$ cat config.mk
export PLATFORM = sky130hd
export DESIGN_NAME = threshold_cross_erosion_flat
export DESIGN_NICKNAME = d
export VERILOG_FILES = /design/src/hdl/tce_pkg.sv /design/src/hdl/tce_if.sv /design/src/hdl/tce_ram.sv /design/src/hdl/tce_out_queue.sv /design/src/hdl/threshold_cross_erosion.sv /design/src/flat_wrapper.sv
export SDC_FILE = /design/constraint.sdc
export NUM_CORES = 2
export LEC_CHECK = 0
export BUFFER_PORTS_ARGS = -buffer_cell sky130_fd_sc_hd__buf_2
export CORE_ASPECT_RATIO = 1.75
export CORE_UTILIZATION = 25
export CTS_CLUSTER_DIAMETER = 60
export CTS_CLUSTER_SIZE = 20
export DETAILED_ROUTE_END_ITERATION = 8
export PLACE_DENSITY = 0.46
export SETUP_SLACK_MARGIN = 0.5
export SLEW_MARGIN = 10
export SYNTH_ARGS = -nofsm -noshare
export SYNTH_HDL_FRONTEND = slang
export SYNTH_SLANG_ARGS = --single-unit
$ cat constraint.sdc
create_clock -name clock -period 34.7 [get_ports clock]
set_input_delay 6.94 -clock clock [delete_from_list [all_inputs] [get_ports clock]]
set_output_delay 6.94 -clock clock [all_outputs]
set_load 0.05 [all_outputs]
$ cat src/hdl/tce_pkg.sv
// Package for threshold_cross_erosion: register indexes, reset values,
// result and pipeline-stage structs. No dependencies.
`default_nettype none

package tce_pkg;

   // Configuration register indexes
   localparam int unsigned CSR_INDEX_BITS = 2;
   localparam int unsigned CSR_DATA_BITS  = 16;
   localparam logic [CSR_INDEX_BITS-1:0] REG_FRAME_WIDTH  = 2'd0;
   localparam logic [CSR_INDEX_BITS-1:0] REG_FRAME_HEIGHT = 2'd1;
   localparam logic [CSR_INDEX_BITS-1:0] REG_THRESHOLD    = 2'd2;

   // Field widths
   localparam int unsigned PIXEL_BITS  = 10;
   localparam int unsigned FWIDTH_BITS = 11;
   localparam int unsigned FHEIGHT_BITS = 16;

   // Register reset values
   localparam logic [FWIDTH_BITS-1:0]  FRAME_WIDTH_RESET  = 11'd19;
   localparam logic [FHEIGHT_BITS-1:0] FRAME_HEIGHT_RESET = 16'd15;
   localparam logic [PIXEL_BITS-1:0]   THRESHOLD_RESET    = 10'd700;

   // Line store sizing
   localparam int unsigned MAX_WIDTH_DEFAULT = 1024;

   // One result item
   typedef struct packed {
      logic eroded;
      logic last_of_frame;
   } tce_result_type;

   // Per-item control carried from the accept cycle into the merge stage
   typedef struct packed {
      logic emit;      // item produces a result
      logic last;      // result is the last of the frame
      logic use_left;  // left neighbour is interior
      logic use_right; // right neighbour is interior
      logic use_up;    // upper neighbour is interior
      logic use_down;  // lower neighbour (this item) is interior
      logic par;       // parity of the current row
      logic pix_bit;   // binarized pixel
   } tce_stage_type;

endpackage

`default_nettype wire

$ cat src/hdl/tce_if.sv
// Stream interfaces for threshold_cross_erosion: pixel request channel and
// eroded result channel. Depends on tce_pkg for field widths.
`default_nettype none

interface tce_req_if;
   logic                           valid;
   logic                           ready;
   logic [tce_pkg::PIXEL_BITS-1:0] pixel;
   logic                           frame_start;

   modport source (output valid, output pixel, output frame_start, input ready);
   modport sink (input valid, input pixel, input frame_start, output ready);
endinterface

interface tce_rsp_if;
   logic valid;
   logic ready;
   logic eroded;
   logic last_of_frame;

   modport source (output valid, output eroded, output last_of_frame, input ready);
   modport sink (input valid, input eroded, input last_of_frame, output ready);
endinterface

`default_nettype wire

$ cat src/hdl/tce_ram.sv
// Generic RAM: one write port, two registered read ports (old data on a
// same-address write). No dependencies.
`default_nettype none

module tce_ram #(
   parameter int unsigned WIDTH = 2,
   parameter int unsigned DEPTH = 1024
) (
   input  wire                      clock,
   input  wire                      wr_en,
   input  wire [$clog2(DEPTH)-1:0]  wr_addr,
   input  wire [WIDTH-1:0]          wr_data,
   input  wire [$clog2(DEPTH)-1:0]  rd_addr_a,
   output logic [WIDTH-1:0]         rd_data_a,
   input  wire [$clog2(DEPTH)-1:0]  rd_addr_b,
   output logic [WIDTH-1:0]         rd_data_b
);

   logic [WIDTH-1:0] mem_ff [DEPTH];
   logic [WIDTH-1:0] rd_a_ff;
   logic [WIDTH-1:0] rd_b_ff;

   always_ff @(posedge clock) begin
      if (wr_en) begin
         mem_ff[wr_addr] <= wr_data;
      end
      rd_a_ff <= mem_ff[rd_addr_a];
      rd_b_ff <= mem_ff[rd_addr_b];
   end

   assign rd_data_a = rd_a_ff;
   assign rd_data_b = rd_b_ff;

endmodule

`default_nettype wire

$ cat src/hdl/tce_out_queue.sv
// Two-entry result queue between the merge stage and the result channel.
// Depends on tce_pkg for the result struct.
`default_nettype none

module tce_out_queue (
   input  wire                          clock,
   input  wire                          reset,
   input  wire                          push,
   input  wire tce_pkg::tce_result_type push_data,
   input  wire                          pop,
   output tce_pkg::tce_result_type      head,
   output logic [1:0]                   level
);

   tce_pkg::tce_result_type slot0_ff, slot0_in;
   tce_pkg::tce_result_type slot1_ff, slot1_in;
   logic [1:0]              level_ff, level_in;
   logic [1:0]              put_pos;

   // Shift on pop, write the new item behind what remains
   always_comb begin
      slot0_in = slot0_ff;
      slot1_in = slot1_ff;
      put_pos  = level_ff - {1'b0, pop};
      level_in = level_ff + {1'b0, push} - {1'b0, pop};
      if (pop) begin
         slot0_in = slot1_ff;
      end
      if (push) begin
         if (put_pos == 2'd0) begin
            slot0_in = push_data;
         end else begin
            slot1_in = push_data;
         end
      end
   end

   always_ff @(posedge clock) begin
      if (reset) begin
         level_ff <= 2'd0;
      end else begin
         level_ff <= level_in;
      end
      slot0_ff <= slot0_in;
      slot1_ff <= slot1_in;
   end

   assign head  = slot0_ff;
   assign level = level_ff;

endmodule

`default_nettype wire

$ cat src/hdl/threshold_cross_erosion.sv
// Top level of threshold_cross_erosion: counters, binarizer, line store
// read-modify-write and cross erosion. Depends on tce_pkg, tce_if,
// tce_ram and tce_out_queue.
//
//   channel  direction  handshake          payload
//   req_ch   in         valid/ready        pixel[9:0], frame_start
//   rsp_ch   out        valid/ready        eroded, last_of_frame
//   csr_*    in         csr_we (no ready)  csr_index[1:0], csr_wdata[15:0]
//
// One pixel per clock sustained while the result queue has room. An item
// is first accepted (line store read issued at columns c and c+1), then
// passes the merge stage (read data back, result formed, word written
// back at column c). A two-entry result queue absorbs output stalls;
// req_ch.ready drops only when the queue cannot take the result of the
// next item. Reset clears counters, configuration registers and valid
// state; the line store holds no reset value and needs no clearing pass.
`default_nettype none

module threshold_cross_erosion #(
   parameter int unsigned MAX_WIDTH = tce_pkg::MAX_WIDTH_DEFAULT
) (
   input  wire                                 clock,
   input  wire                                 reset,
   tce_req_if.sink                             req_ch,
   tce_rsp_if.source                           rsp_ch,
   input  wire                                 csr_we,
   input  wire [tce_pkg::CSR_INDEX_BITS-1:0]   csr_index,
   input  wire [tce_pkg::CSR_DATA_BITS-1:0]    csr_wdata
);

   localparam int unsigned AW = $clog2(MAX_WIDTH);       // column address
   localparam int unsigned WW = $clog2(MAX_WIDTH + 1);   // holds MAX_WIDTH
   localparam int unsigned EW = (WW > tce_pkg::FWIDTH_BITS) ? WW : tce_pkg::FWIDTH_BITS;
   localparam int unsigned CX = WW + 1;                  // column arithmetic
   localparam int unsigned RX = tce_pkg::FHEIGHT_BITS + 1;

   // Configuration registers
   logic [tce_pkg::FWIDTH_BITS-1:0]  frame_width_ff;
   logic [tce_pkg::FHEIGHT_BITS-1:0] frame_height_ff;
   logic [tce_pkg::PIXEL_BITS-1:0]   threshold_ff;

   always_ff @(posedge clock) begin
      if (reset) begin
         frame_width_ff  <= tce_pkg::FRAME_WIDTH_RESET;
         frame_height_ff <= tce_pkg::FRAME_HEIGHT_RESET;
         threshold_ff    <= tce_pkg::THRESHOLD_RESET;
      end else if (csr_we) begin
         case (csr_index)
            tce_pkg::REG_FRAME_WIDTH: begin
               frame_width_ff <= csr_wdata[tce_pkg::FWIDTH_BITS-1:0];
            end
            tce_pkg::REG_FRAME_HEIGHT: begin
               frame_height_ff <= csr_wdata;
            end
            tce_pkg::REG_THRESHOLD: begin
               threshold_ff <= csr_wdata[tce_pkg::PIXEL_BITS-1:0];
            end
            default: begin
            end
         endcase
      end
   end

   // Effective frame size
   logic [EW-1:0] fw_ext;
   logic [EW-1:0] w_ext;
   logic [CX-1:0] w_x;
   logic [RX-1:0] h_x;

   always_comb begin
      fw_ext = EW'(frame_width_ff);
      if (fw_ext < EW'(3)) begin
         w_ext = EW'(3);
      end else if (fw_ext > EW'(MAX_WIDTH)) begin
         w_ext = EW'(MAX_WIDTH);
      end else begin
         w_ext = fw_ext;
      end
      w_x = CX'(w_ext[WW-1:0]);
      h_x = (frame_height_ff < 16'd3) ? RX'(3) : RX'(frame_height_ff);
   end

   // Position counters and per-item decode
   logic [AW-1:0]                    col_ff, col_in;
   logic [tce_pkg::FHEIGHT_BITS-1:0] row_ff, row_in;
   logic [CX-1:0]                    c0, c1;
   logic [RX-1:0]                    r0, r1;
   tce_pkg::tce_stage_type           stage_in;
   logic [AW-1:0]                    rd_addr_a, rd_addr_b;
   logic                             acc;

   assign acc = req_ch.valid && req_ch.ready;

   always_comb begin
      if (req_ch.frame_start) begin
         c0 = '0;
         r0 = '0;
      end else begin
         c0 = CX'(col_ff);
         r0 = RX'(row_ff);
         if (c0 >= w_x) begin
            c0 = '0;
            r0 = r0 + RX'(1);
         end
         if (r0 >= h_x) begin
            r0 = '0;
         end
      end

      stage_in.emit      = (r0 >= RX'(2)) && (c0 >= CX'(1)) && (c0 + CX'(2) <= w_x);
      stage_in.last      = (r0 + RX'(1) == h_x) && (c0 + CX'(2) == w_x);
      stage_in.use_left  = c0 >= CX'(2);
      stage_in.use_right = (c0 + CX'(2)) < w_x;
      stage_in.use_up    = r0 >= RX'(3);
      stage_in.use_down  = (r0 + RX'(1)) < h_x;
      stage_in.par       = r0[0];
      stage_in.pix_bit   = req_ch.pixel >= threshold_ff;

      // Advance to the next raster position
      c1 = c0 + CX'(1);
      r1 = r0;
      if (c1 >= w_x) begin
         c1 = '0;
         r1 = r0 + RX'(1);
         if (r1 >= h_x) begin
            r1 = '0;
         end
      end
      col_in = c1[AW-1:0];
      row_in = r1[tce_pkg::FHEIGHT_BITS-1:0];

      rd_addr_b = c0[AW-1:0];
      rd_addr_a = AW'(c0 + CX'(1));
   end

   always_ff @(posedge clock) begin
      if (reset) begin
         col_ff <= '0;
         row_ff <= '0;
      end else if (acc) begin
         col_ff <= col_in;
         row_ff <= row_in;
      end
   end

   // Merge stage registers
   logic                   s1_valid_ff;
   tce_pkg::tce_stage_type s1_ff;
   logic [AW-1:0]          s1_col_ff;
   logic                   fwd_a_ff, fwd_b_ff;
   logic [1:0]             fwd_word_ff;
   logic                   left_ff;

   // Line store: one 2-bit word per column, one bit per row parity
   logic [1:0] rd_data_a, rd_data_b;
   logic [1:0] word_a, word_b, wr_word;
   logic       center, right_bit, up_bit, eroded_v;

   tce_ram #(
      .WIDTH (2),
      .DEPTH (MAX_WIDTH)
   ) u_line_ram (
      .clock     (clock),
      .wr_en     (s1_valid_ff),
      .wr_addr   (s1_col_ff),
      .wr_data   (wr_word),
      .rd_addr_a (rd_addr_a),
      .rd_data_a (rd_data_a),
      .rd_addr_b (rd_addr_b),
      .rd_data_b (rd_data_b)
   );

   // Read data with forwarding of the write that overlapped the read
   always_comb begin
      word_a    = fwd_a_ff ? fwd_word_ff : rd_data_a;
      word_b    = fwd_b_ff ? fwd_word_ff : rd_data_b;
      center    = word_b[~s1_ff.par];
      up_bit    = word_b[s1_ff.par];
      right_bit = word_a[~s1_ff.par];
      wr_word   = s1_ff.par ? {s1_ff.pix_bit, word_b[0]} : {word_b[1], s1_ff.pix_bit};
      eroded_v  = center
                & (s1_ff.use_left  ? left_ff    : 1'b1)
                & (s1_ff.use_right ? right_bit  : 1'b1)
                & (s1_ff.use_up    ? up_bit     : 1'b1)
                & (s1_ff.use_down  ? s1_ff.pix_bit : 1'b1);
   end

   always_ff @(posedge clock) begin
      if (reset) begin
         s1_valid_ff <= 1'b0;
      end else begin
         s1_valid_ff <= acc;
      end
      if (acc) begin
         s1_ff       <= stage_in;
         s1_col_ff   <= rd_addr_b;
         fwd_a_ff    <= s1_valid_ff && (s1_col_ff == rd_addr_a);
         fwd_b_ff    <= s1_valid_ff && (s1_col_ff == rd_addr_b);
         fwd_word_ff <= wr_word;
      end
      // The centre bit (row above the item) at this column is the left neighbour of the next item
      if (s1_valid_ff) begin
         left_ff <= center;
      end
   end

   // Result queue and flow control
   tce_pkg::tce_result_type push_data, head;
   logic [1:0]              q_level;
   logic                    push, pop;
   logic [2:0]              fill;

   assign push                 = s1_valid_ff && s1_ff.emit;
   assign push_data.eroded     = eroded_v;
   assign push_data.last_of_frame = s1_ff.last;
   assign pop                  = rsp_ch.valid && rsp_ch.ready;
   assign fill                 = {1'b0, q_level} + {2'b00, push} - {2'b00, pop};
   assign req_ch.ready         = fill <= 3'd1;

   tce_out_queue u_out_queue (
      .clock     (clock),
      .reset     (reset),
      .push      (push),
      .push_data (push_data),
      .pop       (pop),
      .head      (head),
      .level     (q_level)
   );

   assign rsp_ch.valid         = q_level != 2'd0;
   assign rsp_ch.eroded        = head.eroded;
   assign rsp_ch.last_of_frame = head.last_of_frame;

   // A result never arrives at a full queue that is not being drained
   assert property (@(posedge clock) disable iff (reset)
      push |-> (q_level != 2'd2) || pop)
      else $error("result pushed into a full queue");

   // Every accepted item spends the next cycle in the merge stage
   assert property (@(posedge clock) disable iff (reset)
      acc |=> s1_valid_ff)
      else $error("accepted item missing from merge stage");

   // A frame start always lands on column zero of an even row
   assert property (@(posedge clock) disable iff (reset)
      acc && req_ch.frame_start |=> (s1_col_ff == '0) && !s1_ff.par && !s1_ff.emit)
      else $error("frame start not at row zero, column zero");

endmodule

`default_nettype wire
$ cat src/flat_wrapper.sv
// flat-port wrapper written by rule: the top's interface ports become plain ports
module threshold_cross_erosion_flat 
#(
   parameter int unsigned MAX_WIDTH = tce_pkg::MAX_WIDTH_DEFAULT
)
  (clock, reset, csr_we, csr_index, csr_wdata, req_ch_valid, req_ch_pixel, req_ch_frame_start, req_ch_ready, rsp_ch_valid, rsp_ch_eroded, rsp_ch_last_of_frame, rsp_ch_ready);
  tce_req_if req_ch_i ();
  tce_rsp_if rsp_ch_i ();
  input  wire clock;
  input  wire reset;
  input  wire csr_we;
  input  wire [tce_pkg::CSR_INDEX_BITS-1:0] csr_index;
  input  wire [tce_pkg::CSR_DATA_BITS-1:0] csr_wdata;
  input wire logic [$bits(req_ch_i.valid)-1:0] req_ch_valid;
  input wire logic [$bits(req_ch_i.pixel)-1:0] req_ch_pixel;
  input wire logic [$bits(req_ch_i.frame_start)-1:0] req_ch_frame_start;
  output wire logic [$bits(req_ch_i.ready)-1:0] req_ch_ready;
  output wire logic [$bits(rsp_ch_i.valid)-1:0] rsp_ch_valid;
  output wire logic [$bits(rsp_ch_i.eroded)-1:0] rsp_ch_eroded;
  output wire logic [$bits(rsp_ch_i.last_of_frame)-1:0] rsp_ch_last_of_frame;
  input wire logic [$bits(rsp_ch_i.ready)-1:0] rsp_ch_ready;
  assign req_ch_i.valid = req_ch_valid;
  assign req_ch_i.pixel = req_ch_pixel;
  assign req_ch_i.frame_start = req_ch_frame_start;
  assign req_ch_ready = req_ch_i.ready;
  assign rsp_ch_valid = rsp_ch_i.valid;
  assign rsp_ch_eroded = rsp_ch_i.eroded;
  assign rsp_ch_last_of_frame = rsp_ch_i.last_of_frame;
  assign rsp_ch_i.ready = rsp_ch_ready;
  threshold_cross_erosion #(.MAX_WIDTH(MAX_WIDTH)) u_core (.clock(clock), .reset(reset), .req_ch(req_ch_i), .rsp_ch(rsp_ch_i), .csr_we(csr_we), .csr_index(csr_index), .csr_wdata(csr_wdata));
endmodule
; ---- Word level (Yosys, flattened, before mapping)
; Memories as Yosys holds them, arrays and structs flattened. A register that Yosys moved wholly into a read port is not among the register bits.
; Index checks and enable logic that the tools add are counted.
[op_classes]
addsub = 9
multipliers = 0
n_div = 0
magnitude_cmp = 18
n_eq_ne = 6
shifts = 0
muxes = 30
n_bitwise = 6
n_reduce_logical = 15
[op_table]
columns = op, n
row1 = 17-bit two-way mux, 4
row2 = 16-bit two-way mux, 3
row3 = 17-bit by 2-bit greater-or-equal comparator with 1-bit output (second input constant), 2
row4 = 11-bit two-way mux, 2
row5 = 10-bit == test, 2
row6 = 10-bit two-way mux, 2
row7 = 16-bit by 1-bit adder with 17-bit output (second input constant), 1
row8 = 17-bit by 1-bit adder with 17-bit output (second input constant), 1
row9 = 17-bit by 16-bit == test with 1-bit output, 1
row10 = 17-bit by 16-bit greater-or-equal comparator with 1-bit output, 1
row11 = 17-bit greater-or-equal comparator, 1
row12 = 17-bit by 16-bit < comparator with 1-bit output, 1
row13 = 16-bit by 2-bit < comparator with 1-bit output (second input constant), 1
row14 = 12-bit by 1-bit adder with 12-bit output (second input constant), 1
row15 = 12-bit by 2-bit adder with 12-bit output (second input constant), 1
row16 = 12-bit by 11-bit == test with 1-bit output, 1
row17 = 12-bit by 1-bit greater-or-equal comparator with 1-bit output (second input constant), 1
row18 = 12-bit by 11-bit greater-or-equal comparator with 1-bit output, 1
row19 = 12-bit by 2-bit greater-or-equal comparator with 1-bit output (second input constant), 1
row20 = 12-bit by 11-bit less-or-equal comparator with 1-bit output, 1
row21 = 12-bit by 11-bit < comparator with 1-bit output, 1
row22 = 1-bit two-way mux, 12
row23 = 12-bit two-way mux, 1
row24 = 2-bit two-way mux, 6
row25 = 18 further kinds, 35
[totals]
register_bits = 93
latchBits = 0
ramBits = 2048
mem_bits_ro = 0
input_bits = 34
out_inout_bits = 4
n_memories = 1
[mem_list]
columns = memory, words, width, read_ports, rd_ports_with_merged_regs, wr, line
row1 = u_core.u_line_ram.mem_ff, 1024, 2, 2, 2, 1, tce_ram.sv:19  ; logic [WIDTH-1:0] mem_ff [DEPTH];

; ---- Logic depth before layout (Yosys ltp)
[logic_depth]
word_depth = 13
depth_mapped = 43
depth_no_buf = 36

; ---- Cells and area by module
; From an unflattened synthesis, not the netlist that was laid out.
[unflattened]
hier_cells = 7120
area_unflattened_um2 = 108255.1
[modules_own_cells]
columns = mod, instances, cells_each, area_per_inst_um2, seq_area_each_um2
row1 = tce_ram, 1, 6209, 100744.1, 61579.1
row2 = threshold_cross_erosion, 1, 891, 7239.4, 1971.9
row3 = tce_out_queue, 1, 20, 271.5, 140.1

; ---- Worst setup path before layout
; No wires, ideal clock.
[synth_timing]
path_type = register -> register
start = register u_core.fwd_b_ff
end = register u_core.fwd_word_ff[1], data pin
setup_ns = 5.709
arrival_time_ns = 27.974
path_slack_ns = 1.017
stages_incl_launch_ff = 4
path_buffers = 0
period_less_slack_ns = 33.683
path_cell_list = edfxtp_1 -> mux2i_1 -> nor2b_1 -> a21oi_1
[synth_between]
elab_chain_cells = 2
[synth_rtl]
columns = item, line
row1 = "start, declared", threshold_cross_erosion.sv:150  ; logic fwd_a_ff, fwd_b_ff;
row2 = "start signal, assigned", threshold_cross_erosion.sv:198  ; fwd_b_ff <= s1_valid_ff && (s1_col_ff == rd_addr_b);
row3 = 2-bit two-way mux, threshold_cross_erosion.sv:176  ; word_b = fwd_b_ff ? fwd_word_ff : rd_data_b;
row4 = 2-bit two-way mux, threshold_cross_erosion.sv:180  ; wr_word = s1_ff.par ? {s1_ff.pix_bit, word_b[0]} : {word_b[1], s1_ff.pix_bit};
row5 = net u_core.u_line_ram.wr_data[1], tce_ram.sv:12  ; input wire [WIDTH-1:0] wr_data,
row6 = "end signal, assigned", threshold_cross_erosion.sv:199  ; fwd_word_ff <= wr_word;
row7 = "end, declared", threshold_cross_erosion.sv:151  ; logic [1:0] fwd_word_ff;
; The timed path passes the listed nets, and every way through them passes these cells.
; A chain may end at the register's enable or synchronous reset.

; ---- Final worst setup path
[layout_timing]
start = input port rsp_ch_ready
end = output port req_ch_ready
[layout_between]
elab_chain_cells = 3
[layout_rtl]
columns = item, line
row1 = "start, declared", flat_wrapper.sv:21  ; input wire logic [$bits(rsp_ch_i.ready)-1:0] rsp_ch_ready;
row2 = 1-bit logical AND, threshold_cross_erosion.sv:216  ; assign pop = rsp_ch.valid && rsp_ch.ready;
row3 = 3-bit by 1-bit subtractor with 3-bit output, threshold_cross_erosion.sv:217  ; assign fill = {1'b0, q_level} + {2'b00, push} - {2'b00, pop};
row4 = 3-bit by 1-bit less-or-equal comparator with 1-bit output, threshold_cross_erosion.sv:218  ; assign req_ch.ready = fill <= 3'd1;
row5 = "end, declared", flat_wrapper.sv:17  ; output wire logic [$bits(req_ch_i.ready)-1:0] req_ch_ready;
; No other way between the ends.

==> impl_metrics.csv <==
group,metric,value,unit
cts,tritoncts,"done",
worst_setup_path,cp.arrival,8.78,ns
routing,dr_total_vias,86400,
power_and_ir_drop,finalPower,7490,µW
power_and_ir_drop,p_clk_share,23.3,%
placement,routabilityCongestion,0.956,
die,top_level_ports,38,
cts,cts_root_buf,"clkbuf_16",
cts,cts_buffers,139,
logic_synthesis,ys_seq_area_share,58.6,%
routing,first_iter_violations,12400,
cts,post_cts_buffers,0,
logic_synthesis,synthTopCellsByCount,"edfxtp_1 (2073), nor2_1 (1320), nand2_1 (993), mux4_2 (503), clkbuf_1 (441)",
run,drv_cap,1,
logic_synthesis,synth_compound_area_share,9.66,%
power_and_ir_drop,leakage,0.0357,µW
logic_synthesis,async_flop_share,0,%
routing,drcViolationCount,0,
timing,post-route-min-period,15.72,ns
placement,dpl_worst_slack,18.97,ns
timing,finalWorstSetupSlack,18.98,ns
global_route,grt_max_degree,221,
worst_setup_path,reg2reg_slack,23.36,ns
die,fp.dieH,874,µm
global_route,grt_usage,24.6,%
power_and_ir_drop,seqPwrFrac,47.3,%
timing,timing.final.crit_share,45.3,%
layout,fill_cells,44700,
logic_synthesis,yosys.area_share.simple,12.4,%
layout,nets,8642,
layout,drive_above_1_share,15.4,%
power_and_ir_drop,switching_share,36.2,%
worst_setup_path,crit_type,"in2out",
power_and_ir_drop,p_int,4780,µW
run_status,status,"finished, violations left",
power_and_ir_drop,p_switching,2710,µW
die,start_util,25.1,%
logic_synthesis,postSynthAreaPerCell,12.4,µm²
placement,hpwl,349,mm
layout,syn2layout_area_growth,10.6,%
timing,finalSetupViolCount,0,
routing,postRouteAntennaNets,0,
cts,cts_hold_buf,0,
logic_synthesis,synth_top_area_share,57.3,%
cts,cts_max_path_buffers,4,
cts,clock_latency,0.91,ns
logic_synthesis,synthAdderAreaFrac,0.985,%
global_route,grt_pass1_wl,740,mm
cts,clk_pin_slew,0.09,ns
routing,drt_first_pass_iters,9,
layout,multi_input_area,41900,µm²
timing,worst_pin_slew,1.61,ns
logic_synthesis,ys_types,104,
global_route,grt_overflow,0,
timing,skew,0.0858,ns
logic_synthesis,yosys.cell_count.top_type,"edfxtp_1",
logic_synthesis,synthesis.nets,8908,
logic_synthesis,yosys.area_share.xor_xnor,0.505,%
worst_setup_path,r2r.worst_path.cells,33,
layout,seq_area,63700,µm²
worst_setup_path,cp_max_fo,3,
power_and_ir_drop,powerDensity,62.3,nW/µm²
placement,port_buffers,37,
cts,cts_resized,0,
logic_synthesis,synthCells,8789,
logic_synthesis,ys_seq_elements,2145,
routing,wl_per_cell,38.5,µm
logic_synthesis,synth-edff-count,2073,
timing,relSlewSlack,-8.19,%
die,coreArea,433000,µm²
die,fp.dieArea,438000,µm²
routing,post_drt_via_cell_ratio,5.99,
timing,fin_hold_ws,0.467,ns
die,rows,320,
timing,slew_violations,2,
worst_setup_path,startpoint_type,"input pin",
timing,setup_tns,0,ns
global_route,grt_pass1_vias,84400,
logic_synthesis,synth_area,109000,µm²
logic_synthesis,synth_top_family_by_area,"multiplexers",
worst_setup_path,cp-endpoint,"req_ch_ready",
worst_setup_path,cp.required,27.76,ns
cts,clock_sinks,2145,
logic_synthesis,synth_area_leaders,"edfxtp_1 (57%), mux4_2 (10%), nor2_1 (4.6%)",
power_and_ir_drop,ir_drop,0.0907,mV
hold_path,min_path_cells,2,
routing,wirelength,556,mm
worst_setup_path,r2r_end,"u_core.row_ff[13]$_SDFFE_PP0P_",
logic_synthesis,ys.flop_type,"edfxtp_1",
global_route,grt_antenna_before_repair,58,
worst_setup_path,cp-end-kind,"primary output",
timing,rsz0062_at_grt,"no",
hold_path,hp-class,"reg2reg",
logic_synthesis,yosys_warnings,0,
power_and_ir_drop,combPwrFrac,29.4,%
timing,fmax,63.6,MHz
cts,cts-htree-levels,4,
logic_synthesis,synth_mux_area_share,14.3,%
worst_setup_path,startpoint,"rsp_ch_ready",
run_status,violations,"capacitance limit, slew limit",
worst_setup_path,timing.rr.start,"u_core.frame_width_ff[10]$_SDFFE_PP0P_",
layout,finish.utilization,27.8,%
logic_synthesis,yosysTopAreaCell,"edfxtp_1",
die,die_x,501,µm
timing,hold_viol_final,0,
-- stage by stage --
stage,cells,area [µm²]
5_1_grt,14400,120000
2_1_floorplan,8789,109000
3_5_place_dp,14200,116000
3_3_place_gp,14200,116000
4_1_cts,14400,120000
6_report,14400,120000
-- cell type report --
class	instances	share of cell area (%)
flip-flops and latches	2145	53.0
multi-input cells	5767	34.8
well taps	5796	6.03
clock buffers	161	3.07
repair buffers	378	2.44
inverters	92	0.311
clock inverters	22	0.212
diodes	65	0.135
-- routing by layer --
layer	track usage (%)	part of all wire [%]	vias up
li1	-	-	33200
met1	25.7	32	44500
met2	39.7	47	6458
met3	5.43	9.3	2245
met4	26.5	12	18
met5	0	0.021	-
-- kinds of logic after synthesis --
family	Yosys count
muxes	912
buffers and inverters	877
AOI/OAI and AO/OA	1568
adders and majority gates	85
DFF	2145
and+or+nand+nor	3141
xor gates and xnor gates	61
-- critical path, cell delays in order --
cell and delay, ns:
buf_2 0.10, nand2_1 0.13, inv_1 0.07, ha_1 0.27, inv_1 0.04, ha_1 0.20, fa_1 0.40, xnor2_1 0.15
nor2_1 0.17, buf_2 0.31
-- cell usage in the layout (no fill, tap or decap), drive strengths merged, types with 120 or more instances in the layout --
master  netlist  routed
mux4        503     503
nand3       392     392
clkbuf      441     163
edfxtp     2073    2073
mux2i       313     313
a21oi       324     324
nor2       1324    1324
o22ai       224     224
a31oi       130     130
o21ai       270     270
buf         344     376
nand2       993     993
o221ai      120     120
-- power by group through the flow --
| stage | logic [µW] | registers [µW] | clock network (µW) |
|---|---|---|---|
| 6_report | 2200 | 3540 | 1740 |
| 5_1_grt | 2260 | 3550 | 1820 |
| 4_1_cts | 2150 | 3540 | 1750 |
| 3_5_place_dp | 2150 | 3600 | 0 |
| 3_3_place_gp | 2110 | 3600 | 0 |
| 2_1_floorplan | 1180 | 4650 | 0 |
-- how the worst min path moves through the flow --
| stage | startpoint | slack [ns] | endpoint |
|---|---|---|---|
| CTS | u_core.threshold_ff[8]$_SDFFE_PP0P_ | 0.47 | u_core.threshold_ff[8]$_SDFFE_PP0P_ |
| global route | u_core.threshold_ff[1]$_SDFFE_PP0P_ | 0.49 | u_core.threshold_ff[1]$_SDFFE_PP0P_ |
| finish | u_core.threshold_ff[1]$_SDFFE_PP0P_ | 0.47 | u_core.threshold_ff[1]$_SDFFE_PP0P_ |
| detailed placement | u_core.threshold_ff[1]$_SDFFE_PP0P_ | 0.45 | u_core.threshold_ff[1]$_SDFFE_PP0P_ |
| global placement | u_core.threshold_ff[1]$_SDFFE_PP0P_ | 0.45 | u_core.threshold_ff[1]$_SDFFE_PP0P_ |
| floorplan | u_core.push_data[0]$_DFFE_PP_ | 0.43 | u_core.u_out_queue.slot1_ff[0]$_DFFE_PP_ |
-- flip-flops by register name, summed over array words and instances (netlist names) --
register                     cells
u_core.s1_valid_ff               1
u_core.u_out_queue.slot1_ff      2
u_core.threshold_ff             10
u_core.row_ff                   16
u_core.fwd_word_ff               2
u_core.s1_ff                     7
u_core.u_line_ram.mem_ff      2048
u_core.u_out_queue.head          2
u_core.u_line_ram.rd_data_a      2
u_core.s1_col_ff                10
u_core.u_out_queue.level         2
u_core.frame_height_ff          16
u_core.push_data                 1
u_core.u_line_ram.rd_data_b      2
u_core.fwd_a_ff                  1
u_core.fwd_b_ff                  1
u_core.left_ff                   1
u_core.col_ff                   10
u_core.frame_width_ff           11
Power figures use the tool's default switching activity.
